$ cat src/hdl/arp_request_responder_macros.svh
// assertion macros for the arp request responder
`ifndef ARP_REQUEST_RESPONDER_MACROS_SVH
`define ARP_REQUEST_RESPONDER_MACROS_SVH

`ifndef NO_ASSERTIONS

// same-cycle implication
`define ARPR_ASSERT_IMP(label, clk, rst, ante, cons) \
   label: assert property (@(posedge clk) disable iff (rst) (ante) |-> (cons)) \
      else $error("arpr assertion failed");

// next-cycle implication
`define ARPR_ASSERT_NXT(label, clk, rst, ante, cons) \
   label: assert property (@(posedge clk) disable iff (rst) (ante) |=> (cons)) \
      else $error("arpr assertion failed");

`else

`define ARPR_ASSERT_IMP(label, clk, rst, ante, cons)
`define ARPR_ASSERT_NXT(label, clk, rst, ante, cons)

`endif

`endif

$ cat src/hdl/arpr_pkg.sv
// shared types, constants and helper functions of the arp request responder
package arpr_pkg;

   localparam int FRAME_LEN = 42;
   localparam int ADDR_W    = 6;
   localparam int CSR_IDX_W = 2;
   localparam int MAC_W     = 48;
   localparam int IP_W      = 32;

   localparam logic [ADDR_W-1:0] LAST_POS = ADDR_W'(FRAME_LEN - 1);
   localparam logic [ADDR_W-1:0] FULL_CNT = ADDR_W'(FRAME_LEN);

   // arp field values
   localparam logic [15:0] ARP_HTYPE_ETH    = 16'h0001;
   localparam logic [15:0] ARP_PTYPE_IPV4   = 16'h0800;
   localparam logic [7:0]  ARP_MAC_ADDR_LEN = 8'd6;
   localparam logic [7:0]  ARP_PLEN         = 8'd4;
   localparam logic [15:0] ARP_OP_REQUEST   = 16'h0001;
   localparam logic [15:0] ARP_OP_REPLY     = 16'h0002;

   typedef enum logic [CSR_IDX_W-1:0] {
      CSR_LOCAL_MAC = 2'd0,
      CSR_LOCAL_IP  = 2'd1
   } csr_reg_type;

   typedef enum logic {
      TX_IDLE,
      TX_REPLY
   } tx_state_type;

   typedef enum logic [1:0] {
      SRC_MEM,
      SRC_MAC,
      SRC_IP,
      SRC_CONST
   } src_sel_type;

   typedef struct packed {
      logic              en;
      logic [ADDR_W-1:0] addr;
      logic [7:0]        data;
   } mem_wr_type;

   typedef struct packed {
      src_sel_type       sel;
      logic [ADDR_W-1:0] addr;
      logic [2:0]        k;
      logic [7:0]        value;
   } reply_map_type;

   // 1 when a received byte at position idx agrees with what a request to us needs
   function automatic logic check_byte(input logic [ADDR_W-1:0] idx,
                                       input logic [7:0] b,
                                       input logic [IP_W-1:0] ip);
      logic ok;
      case (idx)
         6'd14:   ok = (b == ARP_HTYPE_ETH[15:8]);
         6'd15:   ok = (b == ARP_HTYPE_ETH[7:0]);
         6'd16:   ok = (b == ARP_PTYPE_IPV4[15:8]);
         6'd17:   ok = (b == ARP_PTYPE_IPV4[7:0]);
         6'd18:   ok = (b == ARP_MAC_ADDR_LEN);
         6'd19:   ok = (b == ARP_PLEN);
         6'd20:   ok = (b == ARP_OP_REQUEST[15:8]);
         6'd21:   ok = (b == ARP_OP_REQUEST[7:0]);
         6'd38:   ok = (b == ip[31:24]);
         6'd39:   ok = (b == ip[23:16]);
         6'd40:   ok = (b == ip[15:8]);
         6'd41:   ok = (b == ip[7:0]);
         default: ok = 1'b1;
      endcase
      return ok;
   endfunction

   // where reply byte p comes from
   function automatic reply_map_type reply_map(input logic [ADDR_W-1:0] p);
      reply_map_type m;
      logic [ADDR_W-1:0] d;
      m = '{sel: SRC_MEM, addr: '0, k: '0, value: '0};
      d = '0;
      if (p < 6'd6) begin
         m.addr = p + 6'd6;
      end else if (p < 6'd12) begin
         d = p - 6'd6;
         m.sel = SRC_MAC;
         m.k   = d[2:0];
      end else if (p == 6'd20) begin
         m.sel   = SRC_CONST;
         m.value = ARP_OP_REPLY[15:8];
      end else if (p == 6'd21) begin
         m.sel   = SRC_CONST;
         m.value = ARP_OP_REPLY[7:0];
      end else if (p >= 6'd22 && p < 6'd28) begin
         d = p - 6'd22;
         m.sel = SRC_MAC;
         m.k   = d[2:0];
      end else if (p >= 6'd28 && p < 6'd32) begin
         d = p - 6'd28;
         m.sel = SRC_IP;
         m.k   = d[2:0];
      end else if (p >= 6'd32 && p < FULL_CNT) begin
         m.addr = p - 6'd10;
      end else if (p < FULL_CNT) begin
         m.addr = p;
      end
      return m;
   endfunction

endpackage

$ cat src/hdl/arpr_mem.sv
// frame store: 42 bytes, one write port, one registered read port
module arpr_mem (
   input  logic                             clock,
   input  arpr_pkg::mem_wr_type             wr,
   input  logic [arpr_pkg::ADDR_W-1:0]      rd_addr,
   output logic [7:0]                       rd_data
);

   logic [7:0] mem [arpr_pkg::FRAME_LEN];
   logic [7:0] rd_data_ff;

   always_ff @(posedge clock) begin
      if (wr.en) begin
         mem[wr.addr] <= wr.data;
      end
      rd_data_ff <= mem[rd_addr];
   end

   assign rd_data = rd_data_ff;

endmodule

$ cat src/hdl/arpr_rx.sv
// receive side: byte counter, store writes and running request check
module arpr_rx (
   input  logic                            clock,
   input  logic                            reset,
   input  logic                            accept,
   input  logic [7:0]                      rx_byte,
   input  logic                            rx_last,
   input  logic [arpr_pkg::IP_W-1:0]       local_ip,
   output arpr_pkg::mem_wr_type            wr,
   output logic                            answer
);

   logic [arpr_pkg::ADDR_W-1:0] count_ff, count_in;
   logic                        ok_ff, ok_in;
   logic                        storing;
   logic                        match;

   assign storing = (count_ff < arpr_pkg::FULL_CNT);
   assign match   = arpr_pkg::check_byte(count_ff, rx_byte, local_ip);

   always_comb begin
      wr.en   = accept && storing;
      wr.addr = count_ff;
      wr.data = rx_byte;
   end

   always_comb begin
      count_in = count_ff;
      ok_in    = ok_ff;
      if (accept) begin
         if (rx_last) begin
            count_in = '0;
         end else if (storing) begin
            count_in = count_ff + 1'b1;
            ok_in    = (count_ff == '0) ? match : (ok_ff && match);
         end
      end
   end

   // byte 41 arriving as last byte still has its own check to fold in
   assign answer = accept && rx_last &&
                   (((count_ff == arpr_pkg::LAST_POS) && ok_ff && match) ||
                    ((count_ff == arpr_pkg::FULL_CNT) && ok_ff));

   always_ff @(posedge clock) begin
      if (reset) begin
         count_ff <= '0;
         ok_ff    <= 1'b0;
      end else begin
         count_ff <= count_in;
         ok_ff    <= ok_in;
      end
   end

endmodule

$ cat src/hdl/arpr_tx.sv
// reply sequencer: walks the 42 reply positions, reading the store and merging local fields
module arpr_tx (
   input  logic                            clock,
   input  logic                            reset,
   input  logic                            start,
   input  logic                            rsp_stall,
   input  logic [7:0]                      rd_data,
   input  logic [arpr_pkg::MAC_W-1:0]      local_mac,
   input  logic [arpr_pkg::IP_W-1:0]       local_ip,
   output logic [arpr_pkg::ADDR_W-1:0]     rd_addr,
   output logic                            rsp_valid,
   output logic [7:0]                      tx_byte,
   output logic                            tx_last
);

   arpr_pkg::tx_state_type        state_ff, state_in;
   logic [arpr_pkg::ADDR_W-1:0]   pos_ff, pos_in;
   logic                          advance;
   arpr_pkg::reply_map_type       cur_map, rd_map;
   logic [arpr_pkg::MAC_W-1:0]    mac_sh;
   logic [arpr_pkg::IP_W-1:0]     ip_sh;
   logic [2:0]                    mac_k;
   logic [1:0]                    ip_k;

   assign tx_last = (pos_ff == arpr_pkg::LAST_POS);

   always_comb begin
      state_in = state_ff;
      case (state_ff)
         arpr_pkg::TX_IDLE: begin
            if (start) begin
               state_in = arpr_pkg::TX_REPLY;
            end
         end
         arpr_pkg::TX_REPLY: begin
            if (!rsp_stall && tx_last) begin
               state_in = arpr_pkg::TX_IDLE;
            end
         end
         default: state_in = arpr_pkg::TX_IDLE;
      endcase
   end

   always_comb begin
      rsp_valid = 1'b0;
      advance   = 1'b0;
      pos_in    = pos_ff;
      case (state_ff)
         arpr_pkg::TX_IDLE: begin
            pos_in = '0;
         end
         arpr_pkg::TX_REPLY: begin
            rsp_valid = 1'b1;
            advance   = !rsp_stall;
            if (advance) begin
               pos_in = pos_ff + 1'b1;
            end
         end
         default: pos_in = '0;
      endcase
   end

   // read ahead so the data for the shown position is always in the read register
   always_comb begin
      rd_map  = arpr_pkg::reply_map(pos_in);
      rd_addr = rd_map.addr;
   end

   always_comb begin
      cur_map = arpr_pkg::reply_map(pos_ff);
      mac_k   = 3'd5 - cur_map.k;
      ip_k    = 2'd3 - cur_map.k[1:0];
      mac_sh  = local_mac >> {mac_k, 3'b000};
      ip_sh   = local_ip >> {ip_k, 3'b000};
      case (cur_map.sel)
         arpr_pkg::SRC_MEM:   tx_byte = rd_data;
         arpr_pkg::SRC_MAC:   tx_byte = mac_sh[7:0];
         arpr_pkg::SRC_IP:    tx_byte = ip_sh[7:0];
         arpr_pkg::SRC_CONST: tx_byte = cur_map.value;
         default:             tx_byte = rd_data;
      endcase
   end

   always_ff @(posedge clock) begin
      if (reset) begin
         state_ff <= arpr_pkg::TX_IDLE;
         pos_ff   <= '0;
      end else begin
         state_ff <= state_in;
         pos_ff   <= pos_in;
      end
   end

endmodule

$ cat src/hdl/arp_request_responder.sv
// top level of the arp request responder: config registers, store, receive and reply
// Frame bytes are taken one per cycle while req_stall is low, and the first 42 go into
// a small frame memory while the request checks run byte by byte as they arrive. When
// the last byte of an ARP request for local_ip is accepted, the 42-byte reply streams
// out of rsp_ one byte per cycle while rsp_stall is low, starting the next cycle, read
// position by position from that memory (one registered read per cycle). While a reply
// is going out req_stall is held high, so no new frame bytes are taken. Configuration
// writes are always ready and take effect the next cycle.
module arp_request_responder (
   input  logic                                clock,
   input  logic                                reset,
   input  logic                                req_valid,
   output logic                                req_stall,
   input  logic [7:0]                          req_rx_byte,
   input  logic                                req_rx_last,
   output logic                                rsp_valid,
   input  logic                                rsp_stall,
   output logic [7:0]                          rsp_tx_byte,
   output logic                                rsp_tx_last,
   input  logic                                csr_valid,
   output logic                                csr_ready,
   input  logic [arpr_pkg::CSR_IDX_W-1:0]      csr_index,
   input  logic [arpr_pkg::MAC_W-1:0]          csr_data
);

   `include "arp_request_responder_macros.svh"

   logic [arpr_pkg::MAC_W-1:0]  mac_ff, mac_in;
   logic [arpr_pkg::IP_W-1:0]   ip_ff, ip_in;
   logic                        req_accept;
   logic                        answer;
   arpr_pkg::mem_wr_type        wr;
   logic [arpr_pkg::ADDR_W-1:0] rd_addr;
   logic [7:0]                  rd_data;

   assign csr_ready  = 1'b1;
   assign req_stall  = rsp_valid;
   assign req_accept = req_valid && !req_stall;

   always_comb begin
      mac_in = mac_ff;
      ip_in  = ip_ff;
      if (csr_valid && csr_ready) begin
         case (csr_index)
            arpr_pkg::CSR_LOCAL_MAC: mac_in = csr_data;
            arpr_pkg::CSR_LOCAL_IP:  ip_in  = csr_data[arpr_pkg::IP_W-1:0];
            default: ;
         endcase
      end
   end

   always_ff @(posedge clock) begin
      if (reset) begin
         mac_ff <= '0;
         ip_ff  <= '0;
      end else begin
         mac_ff <= mac_in;
         ip_ff  <= ip_in;
      end
   end

   arpr_rx u_rx (
      .clock    (clock),
      .reset    (reset),
      .accept   (req_accept),
      .rx_byte  (req_rx_byte),
      .rx_last  (req_rx_last),
      .local_ip (ip_ff),
      .wr       (wr),
      .answer   (answer)
   );

   arpr_mem u_mem (
      .clock   (clock),
      .wr      (wr),
      .rd_addr (rd_addr),
      .rd_data (rd_data)
   );

   arpr_tx u_tx (
      .clock     (clock),
      .reset     (reset),
      .start     (answer),
      .rsp_stall (rsp_stall),
      .rd_data   (rd_data),
      .local_mac (mac_ff),
      .local_ip  (ip_ff),
      .rd_addr   (rd_addr),
      .rsp_valid (rsp_valid),
      .tx_byte   (rsp_tx_byte),
      .tx_last   (rsp_tx_last)
   );

   // reply ends right after its last byte is taken
   `ARPR_ASSERT_NXT(a_reply_ends, clock, reset, rsp_valid && rsp_tx_last && !rsp_stall, !rsp_valid)
   // a reply only starts after an accepted last byte
   `ARPR_ASSERT_IMP(a_reply_cause, clock, reset, $rose(rsp_valid), $past(req_accept && req_rx_last))
   // no store write while a reply is being read out
   `ARPR_ASSERT_IMP(a_no_write_in_reply, clock, reset, rsp_valid, !wr.en)

endmodule
$ cat config.mk
export PLATFORM = sky130hd
export DESIGN_NAME = arp_request_responder
export DESIGN_NICKNAME = d
export VERILOG_FILES = /design/src/hdl/arpr_pkg.sv /design/src/hdl/arpr_mem.sv /design/src/hdl/arpr_rx.sv /design/src/hdl/arpr_tx.sv /design/src/hdl/arp_request_responder.sv
export VERILOG_INCLUDE_DIRS = /design/src /design/src/hdl
export SDC_FILE = /design/constraint.sdc
export NUM_CORES = 1
export LEC_CHECK = 0
export ABC_CLOCK_PERIOD_IN_PS = 4800
export BUFFER_PORTS_ARGS = -buffer_cell sky130_fd_sc_hd__buf_4
export CAP_MARGIN = 40
export CORE_ASPECT_RATIO = 1.5
export CORE_MARGIN = 2
export CORE_UTILIZATION = 55
export CTS_CLUSTER_DIAMETER = 50
export DETAILED_ROUTE_END_ITERATION = 16
export GPL_ROUTABILITY_DRIVEN = 1
export PLACE_DENSITY = 0.72
export SLEW_MARGIN = 20
export SYNTH_ARGS = -nofsm -noshare
export SYNTH_HDL_FRONTEND = slang
export SYNTH_SLANG_ARGS = --single-unit
$ cat constraint.sdc
create_clock -name clock -period 4.8 [get_ports clock]
set_input_delay 0 -clock clock [delete_from_list [all_inputs] [get_ports clock]]
set_output_delay 0 -clock clock [all_outputs]
set_load 0.01 [all_outputs]
# After elaboration in Yosys (flattened, before gate mapping)
# Memories as Yosys holds them, arrays and structs flattened. A register that Yosys moved wholly into a read port is not among the register bits.
# Index checks and enable logic that the tools add are counted.
[totals] elab_cells=133 register_bits=94 n_memories=1 mem_bits_rw=336 romBits=0 latch_bits=0 out_inout_bits=12 inputBits=64
[memory_table] name="u_mem.mem" depth=42 width=8 read_ports=1 rd_ports_with_merged_regs=1 wr=1 line_no="arpr_mem.sv:9" rtl="logic [7:0] mem [arpr_pkg::FRAME_LEN];"
[classes] muxes=38 eq_ne=30 bitwise=2 div=0 magnitude_cmp=15 multipliers=0 add_sub_neg=11 n_shift=2 n_reduce_logical=28
[op_table] op="6-bit by 5-bit == test with 1-bit output (second input constant)" count=10
[op_table] op="6-bit two-way mux" count=9
[op_table] op="48-bit by 6-bit >> shifter with 8-bit output" count=1
[op_table] op="6-bit == test (second input constant)" count=6
[op_table] op="8-bit == test" count=4
[op_table] op="8-bit one-hot mux with 4 select lines" count=1
[op_table] op="32-bit by 5-bit >> shifter with 8-bit output" count=1
[op_table] op="6-bit by 5-bit greater-or-equal comparator with 1-bit output (second input constant)" count=4
[op_table] op="6-bit less-than comparator (second input constant)" count=4
[op_table] op="3-bit two-way mux" count=7
[op_table] op="9-bit two-way mux" count=2
[op_table] op="8-bit by 3-bit == test with 1-bit output (second input constant)" count=2
[op_table] op="8-bit two-way mux" count=2
[op_table] op="3-bit subtractor (second input constant)" count=5
[op_table] op="1-bit logical AND" count=14
[op_table] op="2-bit two-way mux" count=7
[op_table] op="6-bit by 1-bit adder with 6-bit output (second input constant)" count=2
[op_table] op="6-bit by 4-bit == test with 1-bit output (second input constant)" count=2
[op_table] op="6-bit by 3-bit less-than comparator with 1-bit output (second input constant)" count=2
[op_table] op="6-bit by 4-bit less-than comparator with 1-bit output (second input constant)" count=2
[op_table] op="6-bit by 5-bit less-than comparator with 1-bit output (second input constant)" count=2
[op_table] op="6-bit one-hot mux with 2 select lines" count=1
[op_table] op="11-bit two-way mux" count=1
[op_table] op="1-bit one-hot mux with 9 select lines" count=1
[op_table] op="22 further kinds" count=34

# Logic depth before layout (Yosys ltp)
# Gate-level depths: netlist of run 1.
[logic_depth] ltp_word=12 depth_mapped=19 mapped_depth_nobuf=16

# Cells and area by module
# From an unflattened synthesis of run 1, not the netlist that was laid out.
[unflattened] cells_unflattened=1426 hier_area_um2=19860.3
[by_module_without_submodules] module="arpr_mem" cells_per_inst=739 n_inst=1 seq_area_each_um2=10249.8 area_each_um2=13759.4
[by_module_without_submodules] module="arp_request_responder" cells_per_inst=317 n_inst=1 seq_area_each_um2=1601.5 area_each_um2=3369.5
[by_module_without_submodules] module="arpr_tx" cells_per_inst=230 n_inst=1 seq_area_each_um2=140.1 area_each_um2=1667.8
[by_module_without_submodules] module="arpr_rx" cells_per_inst=140 n_inst=1 seq_area_each_um2=140.1 area_each_um2=1063.5

# Least setup slack after synthesis of run 1
# No wires, ideal clock.
[synth_timing] kind="register to register" from="register u_tx.pos_ff[0] (netlist name)" to="register u_mem.rd_data_ff[1], in the netlist u_mem.rd_data[1] (read register of u_mem.mem)" setup_slack_ns=1.176 n_path_buf=2 t_required_ns=4.665 setup_ns=0.135 period_less_slack_ns=3.624 path_stages_with_launch=18 t_arrival_ns=3.489 cell_sequence="dfxtp_1 inv_1 ha_1 nor2b_1 o21ai_0 inv_1 ha_1 a221oi_1 nor4b_1 a22o_1 o21a_1 buf_4 nand2_2 buf_4 o22ai_1 a211oi_1 nor4_1 o32ai_1"
[synth_between] elab_chain_len=12 elab_cells_between_ends=26 cone_classes="add/sub: 3; order compare: 8; eq/ne: 2; mux: 10; reduce/logical: 3"
[synth_lines] element="start: declaration" line_no="arpr_tx.sv:17" rtl="logic [arpr_pkg::ADDR_W-1:0] pos_ff, pos_in;"
[synth_lines] element="start signal: assignment" line_no="arpr_tx.sv:90" rtl="pos_ff <= pos_in;"
[synth_lines] element="6-bit by 1-bit adder with 6-bit output *" line_no="arpr_tx.sv:56" rtl="pos_in = pos_ff + 1'b1;"
[synth_lines] element="6-bit two-way mux *" line_no="arpr_tx.sv:55" rtl="if (advance) begin"
[synth_lines] element="6-bit one-hot mux with 2 select lines *" line_no="arpr_tx.sv:48" rtl="case (state_ff)"
[synth_lines] element="net u_tx.pos_in (one bit)" line_no="arpr_tx.sv:17"
[synth_lines] element="6-bit less-than comparator or 6-bit greater-or-equal comparator (tied branches)" line_no="arpr_pkg.sv:100, arpr_pkg.sv:102"
[synth_lines] element="6-bit two-way mux or 1-bit logical AND (tied branches)" line_no="arpr_pkg.sv:102, arpr_pkg.sv:100"
[synth_lines] element="6-bit two-way mux" line_no="arpr_pkg.sv:100" rtl="end else if (p >= 6'd32 && p < FULL_CNT) begin"
[synth_lines] element="6-bit two-way mux" line_no="arpr_pkg.sv:96" rtl="end else if (p >= 6'd28 && p < 6'd32) begin"
[synth_lines] element="6-bit two-way mux" line_no="arpr_pkg.sv:92" rtl="end else if (p >= 6'd22 && p < 6'd28) begin"
[synth_lines] element="9-bit two-way mux" line_no="arpr_pkg.sv:89" rtl="end else if (p == 6'd21) begin"
[synth_lines] element="9-bit two-way mux" line_no="arpr_pkg.sv:86" rtl="end else if (p == 6'd20) begin"
[synth_lines] element="6-bit two-way mux" line_no="arpr_pkg.sv:82" rtl="end else if (p < 6'd12) begin"
[synth_lines] element="6-bit two-way mux *" line_no="arpr_pkg.sv:80" rtl="if (p < 6'd6) begin"
[synth_lines] element="end: declaration" line_no="arpr_mem.sv:10" rtl="logic [7:0] rd_data_ff;"
# Mark *: on every way through the listed nets, which the timed path passes. The rest lies on a longest branch.
# A chain may end at the register's enable or synchronous reset.

# Worst setup path in the final report of run 1
[layout_timing] from="register u_tx.pos_ff[1] (netlist name)" to="register u_mem.rd_data_ff[1], in the netlist u_mem.rd_data[1] (read register of u_mem.mem)"
[layout_between] elab_chain_len=12 elab_cells_between_ends=26 cone_classes="add/sub: 3; order compare: 8; eq/ne: 2; mux: 10; reduce/logical: 3"
[layout_lines] element="6-bit by 1-bit adder with 6-bit output" line_no="arpr_tx.sv:56"
[layout_lines] element="6-bit two-way mux *" line_no="arpr_tx.sv:55"
[layout_lines] element="6-bit one-hot mux with 2 select lines *" line_no="arpr_tx.sv:48"
[layout_lines] element="net u_tx.pos_in (one bit)" line_no="arpr_tx.sv:17"
[layout_lines] element="6-bit less-than comparator or 6-bit greater-or-equal comparator (tied branches)" line_no="arpr_pkg.sv:100, arpr_pkg.sv:102"
[layout_lines] element="6-bit two-way mux or 1-bit logical AND (tied branches)" line_no="arpr_pkg.sv:102, arpr_pkg.sv:100"
[layout_lines] element="6-bit two-way mux" line_no="arpr_pkg.sv:100"
[layout_lines] element="6-bit two-way mux" line_no="arpr_pkg.sv:96"
[layout_lines] element="6-bit two-way mux" line_no="arpr_pkg.sv:92"
[layout_lines] element="9-bit two-way mux" line_no="arpr_pkg.sv:89"
[layout_lines] element="9-bit two-way mux" line_no="arpr_pkg.sv:86"
[layout_lines] element="6-bit two-way mux" line_no="arpr_pkg.sv:82"
[layout_lines] element="6-bit two-way mux *" line_no="arpr_pkg.sv:80"
# Marked as above.

==> results_dict.tcl, run 1 <==
set metrics [dict create \
    core-area_um2 33400 \
    hold_class "in -> reg" \
    crit_type "reg -> reg" \
    cp_max_fo 17 \
    drv_slew 0 \
    maxSlewHeadroom 0.405 \
    place.gp.congestion 1.04 \
    ant_nets 0 \
    initial_utilization 0.558 \
    clk-insertion-delay-late_ns 0.56 \
    cts_buffers 39 \
    cts_tree "yes" \
    finClkSkew_ns 0.0228 \
    clk_path_buf_depth 3 \
    yosys_most_used_dff "edfxtp_1" \
    worstPathRequired_ns 5.20 \
    final_common_cell "nand2_1" \
    status "finished clean" \
    p_switching_mw 1.53 \
    synthArstFlopShare 0 \
    gr-total-overflow 0 \
    cts_setup_buffers 0 \
    synth-edff-count 334 \
    utilization 0.646 \
    fin_crit_sh 0.951 \
    holdPathStages 5 \
    cp.arrival_ns 4.97 \
    maxCapViolations 0 \
    vias 13900 \
    fill_cells 2499 \
    pwr-share-comb 0.035 \
    syn2layout_area_growth_pct 15.9 \
    setup_violations 0 \
    wl_per_cell_um 25.0 \
    reg2reg_depth 16 \
    mostFrequentLayoutCells "nand2_1 (364), edfxtp_1 (334), a21oi_1 (115), buf_4 (110), dfxtp_1 (101)" \
    ir_drop_v 0.000315 \
    die_area_um2 35400 \
    hold_violations 0 \
    swShare 0.205 \
    synth_nets 1694 \
    drt_first_pass_iters 8 \
    cts-root-buf "clkbuf_16" \
    chipHeight_um 230 \
    vias_per_cell 6.37 \
    synth_top_area_cell "edfxtp_1" \
    p_int_mw 5.97 \
    avgSynthCellArea_um2 11.5 \
    synth_cell_type_count 77 \
    synthCells 1620 \
    synth_top_area_share 0.538 \
    synth_top_cells_by_area "edfxtp_1 (54%), dfxtp_1 (11%), nand2_1 (7.3%), a21oi_1 (3.1%), mux2i_1 (2.5%)" \
    power.leakage_nw 7.53 \
    seq_area_frac_synth 0.647 \
    critPathLaunchType "flop" \
    clock_sinks 436 \
    syn_area_um2 18700 \
    fin_nets 1811 \
    tns_ns 0 \
    rsz0062_at_grt "no" \
    h-tree-depth 2 \
    portBuffers 74 \
    die_x_um 154 \
    min_period_ns 4.57 \
    first_iter_violations 1364 \
    grt_pass1_vias 13800 \
    drive_gt1_frac 0.117 \
    ys_seq_elements 436 \
    grtUsageTotal 0.308 \
    power_density_nw_per_um2 347 \
    power_frac_seq 0.547 \
    dp_hpwl_mm 36.8 \
    worstMarginPinSlew_ns 0.893 \
    yosysWarnings 0 \
    clkTransAtPathRegs_ns 0.06 \
    grt_max_degree 65 \
    grt_pass1_wl_mm 81.7 \
    fmax_mhz 219 \
    io_pins 76 \
    remaining_drc_errors 0 \
    end_kind "flop" \
    rows 82 \
    wl_mm 54.7 \
    rrSetupSlack_ns 0.23 \
    grt_antenna_before_repair 1 \
    clockPowerShare 0.418 \
]
==> metal layers <==
| metal | GRT usage | vias to the layer above | wire length [µm] |
|---|---|---|---|
| met5 | 0 | - | 0 |
| met4 | 0.247 | 0 | 5290 |
| met3 | 0.0475 | 244 | 3740 |
| met2 | 0.540 | 737 | 27700 |
| met1 | 0.328 | 6693 | 18000 |
| li1 | - | 6251 | - |
==> flip-flops by register name, indices dropped and copies added, names as in the netlist <==
name / cells
u_mem.mem: 334
mac_ff: 48
ip_ff: 32
u_mem.rd_data: 8
u_rx.count_ff: 6
u_tx.pos_ff: 6
u_rx.ok_ff: 1
u_tx.state_ff: 1
==> worst max-delay path, cell delays in order (launching register included) <==
cell	delay [ns]
dfxtp_1	0.50
inv_1	0.13
ha_1	0.31
nor2b_1	0.17
o21ai_0	0.13
inv_1	0.15
ha_1	0.20
nand2_1	0.06
a21oi_1	0.25
nor4b_4	0.08
a22o_2	0.32
o21ai_4	0.55
buf_4	0.35
mux2i_1	0.27
a211oi_1	0.12
nor4_1	0.64
o32ai_1	0.19
==> synth_stat cells (all sizes together), types with 34 or more instances <==
library cell  instances
nand3                58
a31oi                34
nor2                 86
nand2               365
edfxtp              334
a21oi               116
clkbuf               60
dfxtp               102
buf                  49
o221ai               44
nor3                 36
mux2i                47
==> power by group through the flow <==
stage               clock network, mW  logic [mW]  registers, mW
floorplan                           0      0.0789           4.18
global placement                    0       0.203           4.18
detailed placement                  0       0.213           4.18
CTS                              3.15       0.254           4.10
global route                     3.28       0.277           4.10
finish                           3.14       0.260           4.10
==> metrics by stage <==
stage	std cells	hold slack [ns]	area (µm²)	worst slack (ns)	total power, mW
after floorplan	1620	0.0989	18700	1.18	4.26
after global placement	2032	0.248	19500	0.217	4.39
after detailed placement	2049	0.256	19700	0.0813	4.40
after CTS	2180	0.0831	21500	0.0689	7.51
after global routing	2187	0.130	21600	0.0218	7.65
final	2187	0.0978	21600	0.234	7.50
==> what timing repair did <==
item	CTS	global route
hold endpoints to repair	331	0
endpoints found under the setup margin	0	8
resized for setup	0	7
hold buffers	61	0
==> final cells by class <==
cell class	instances	area, µm²	share of cell area
Clock buffer	57	1120	0.0516
Clock inverter	13	141	0.00654
Sequential cell	436	12100	0.558
Tap cell	420	526	0.0243
Antenna cell	1	2.50	0.000116
Multi-Input combinational cell	1060	6060	0.280
Inverter	15	56.3	0.00260
Timing Repair Buffer	185	1650	0.0764
==> worst paths after layout <==
check / startpoint / endpoint
worst min register to register: mac_ff[37] / mac_ff[37]
worst max-delay path: u_tx.pos_ff[1] / u_mem.rd_data[1]
worst max register to register: u_tx.pos_ff[1] / u_mem.rd_data[1]
worst min-delay path: csr_index[1] / mac_ff[31]
==> logic make-up (layout without fill, tap and decap cells) <==
family          count (synthesis)  count (layout)  synth area share
mux                            54              54            0.0313
flops                         436             436             0.647
xor+xnor                       17              17           0.00839
buf+inv                       124             270            0.0312
other cells                     1               2          0.000201
fa+ha+maj                      10              10           0.00671
simple gates                  622             622             0.144
compound gates                356             356             0.131
(Power assumes the default switching activity.)
==> inputs of run 2 (changes only) <==
- ABC_AREA: unset -> 1
- CTS_CLUSTER_SIZE: unset -> 24
- RECOVER_POWER: unset -> 50
==> run 2 against run 1 <==
Wire length is 0.52% lower. Largest power group unchanged. The flow now finishes with violations (capacitance limit, slew limit). Clock skew shrank 0.0055 ns. Area after synthesis up 6.4%. Via count grew 10%. Setup slack improved by 0.39 ns. Clock power decreased by 14%. Global-route usage down 2.0 points. Utilization shrank 1.8 points. Fmax increased by 9.3%.
==> results_dict.tcl, run 2 <==
set metrics [dict create \
    finalInstanceArea_um2 22400 \
    status "complete, but fails checks" \
    maxSlewHeadroom -0.823 \
    cts-root-buf "clkbuf_16" \
    seq_area_frac_synth 0.609 \
    worstPathRequired_ns 5.34 \
    fin_nets 2199 \
    pwr-share-comb 0.042 \
    clk_path_buf_depth 3 \
    utilization 0.628 \
    grt_pass1_vias 15200 \
    grt_max_degree 73 \
    crit_type "reg -> reg" \
    end_kind "flop" \
    die_x_um 159 \
    yosys_most_used_dff "edfxtp_1" \
    vias 15300 \
    clk-insertion-delay-late_ns 0.59 \
    die_area_um2 37600 \
    power_density_nw_per_um2 317 \
    chipHeight_um 237 \
    finalPower_mw 7.11 \
    min_period_ns 4.18 \
    syn_area_um2 19800 \
    largest_reg_flops 334 \
    wl_per_cell_um 20.7 \
    vias_per_cell 5.85 \
    clkTransAtPathRegs_ns 0.09 \
    hold_violations 0 \
    place.gp.congestion 0.928 \
    multiInputGateArea_um2 6380 \
    p_int_mw 5.48 \
    violations "capacitance limit, slew limit" \
    critPathTopFamily "simple AND/OR/NAND/NOR gates" \
    final_common_cell "edfxtp_1" \
    remaining_drc_errors 0 \
    hold_class "in -> reg" \
    synth_cell_type_count 46 \
    synth_most_common_cell "edfxtp_1" \
    largest-register "u_mem.mem" \
    slowest_stage "buf_4" \
    core-area_um2 35700 \
    first_iter_violations 1222 \
    largest_registers "u_mem.mem (334), mac_ff (48), ip_ff (32)" \
    avgSynthCellArea_um2 9.75 \
    drt_first_pass_iters 5 \
    cts_tree "yes" \
    rows 85 \
    min_from "csr_valid" \
    fill_cells 2924 \
    dpl.cell_count 2497 \
    max_stage_delay_ns 0.66 \
    synthArstFlopShare 0 \
    drv_slew 425 \
    io_pins 76 \
    h-tree-depth 1 \
    cp_cell_sequence "inv_1, ha_1, nor2_1, nor3_4, ha_1, nand2_1, nand2_1, nand2_1, nand2_1, nand2_1, nand2_1, nand2_4, nand2_4, buf_4, nand3_1, nand3_1, nand3_1, nand3_1, nand3_1, nand2_1" \
    place_ws_ns 0.706 \
    reg2reg_depth 20 \
    grtUsageTotal 0.288 \
    initial_utilization 0.555 \
    syn2layout_area_growth_pct 13.1 \
    tns_ns 0 \
    p_switching_mw 1.62 \
    area.sequential_um2 12100 \
    cts_buffers 29 \
    rsz0062_at_grt "no" \
    cts_setup_buffers 0 \
    r2r-start "u_tx.pos_ff[0]" \
    clockPowerShare 0.378 \
    yosysWarnings 0 \
    drive_gt1_frac 0.111 \
    synth_top_area_cell "edfxtp_1" \
    dp_hpwl_mm 35.5 \
    synth_top_cells_by_area "edfxtp_1 (51%), dfxtp_1 (10%), nand3_1 (8.2%), inv_1 (4.4%), nor2_1 (4.3%)" \
    min_to "mac_ff[46]" \
    portBuffers 74 \
    ir_drop_v 0.000381 \
    fin_crit_sh 0.870 \
    clock_sinks 436 \
    setup_ws_ns 0.624 \
    rrSetupSlack_ns 0.62 \
    holdWs_ns 0.0592 \
    gr-total-overflow 0 \
    finClkSkew_ns 0.0173 \
    critical_path_buf_inv_count 2 \
    power.leakage_nw 8.66 \
    rr_endpoint "u_mem.rd_data[5]" \
    fmax_mhz 239 \
    synth_nets 2109 \
    mostFrequentLayoutCells "edfxtp_1 (334), nand3_1 (325), inv_1 (231), nor2_1 (226), nand2_1 (223)" \
    critPathLaunchType "flop" \
    setup_violations 0 \
    grt_antenna_before_repair 0 \
    synth-edff-count 334 \
    placed_area_um2 20700 \
    ys_seq_elements 436 \
    wl_mm 54.4 \
    critPathMostFrequentCell "nand2_1" \
    maxCapViolations 9 \
    cp_max_fo 72 \
    instances_no_fill 2625 \
    grt_pass1_wl_mm 84.3 \
    holdPathStages 4 \
    synthCells 2035 \
    diodes 0 \
    power_frac_seq 0.580 \
    ant_nets 0 \
    worstMarginPinSlew_ns 2.74 \
    cp.arrival_ns 4.71 \
    swShare 0.229 \
    synth_top_area_share 0.506 \
    cts_resized 0 \
    synthTopCellsByCount "edfxtp_1 (334), nand3_1 (326), inv_1 (233)" \
]
-- run 2: changes by cell type in the layout (fill, tap and decap cells not counted), moves of 34 or more --
cell / delta
o2111ai_1: +34
a21oi_1: -53
nand3b_1: +36
inv_1: +218
or2_2: +68
nand3_1: +268
o21ai_0: +97
nor2_1: +140
nand2_1: -141
o221ai_1: -42
-- run 2: per-layer routing --
metal  share of wire  up-vias  wire [µm]  track usage
met5               0        -          0            0
met4           0.069        0       3780        0.182
met3           0.061      182       3330       0.0340
met2            0.51      663      27900        0.518
met1            0.36     7292      19400        0.325
li1                -     7207          -            -
-- run 2: worst max path at each step --
stage | cells past startpoint | slack (ns) | to | from
floorplan | 22 | 2.00 | u_mem.rd_data[3] | u_tx.pos_ff[0]
global placement | 20 | 0.75 | u_mem.rd_data[4] | u_tx.pos_ff[0]
detailed placement | 20 | 0.71 | u_mem.rd_data[3] | u_tx.pos_ff[0]
CTS | 20 | 0.68 | u_mem.rd_data[3] | u_tx.pos_ff[0]
global route | 20 | 0.30 | u_mem.rd_data[1] | u_tx.pos_ff[0]
finish | 20 | 0.62 | u_mem.rd_data[5] | u_tx.pos_ff[0]
-- run 2: area by class of cell --
type	count	share of cell area
flip-flops and latches	436	0.538
multi-input cells	1241	0.284
repair buffers	175	0.0652
inverters	242	0.0406
clock buffers	33	0.0353
well taps	478	0.0266
clock inverters	20	0.0101
-- run 2: cells by family (layout without fill, tap and decap cells) --
logic type               after synthesis  count (layout)  synth area share
AND/OR/NAND/NOR                      917             917             0.215
flip-flops                           436             436             0.609
buffers and inverters                358             470            0.0712
AO/OA/AOI/OAI                        296             296            0.0901
multiplexers                          14              14           0.00706
adder cells (fa/ha/maj)               10              10           0.00631
XOR/XNOR                               3               3           0.00132
other                                  1               1          0.000189
-- run 2: worst register-to-register path: cells and delay by family (launching register included) --
| kind | cells | cell delay, ns |
|---|---|---|
| adder cells (fa/ha/maj) | 2 | 0.51 |
| buffers and inverters | 2 | 0.79 |
| flip-flops | 1 | 0.51 |
| AND/OR/NAND/NOR | 16 | 2.31 |
-- run 2: what timing repair did --
item,4_1_cts,5_1_grt
endpoints found under the setup margin,0,0
hold buffers,72,0
endpoints found under the hold margin,427,0
-- run 2: power by group through the flow --
| stage | Sequential [mW] | Combinational, mW | Clock, mW |
|---|---|---|---|
| finish | 4.12 | 0.300 | 2.69 |
| global route | 4.13 | 0.326 | 2.82 |
| CTS | 4.11 | 0.297 | 2.70 |
| detailed placement | 4.20 | 0.251 | 0 |
| global placement | 4.20 | 0.244 | 0 |
| floorplan | 4.20 | 0.110 | 0 |
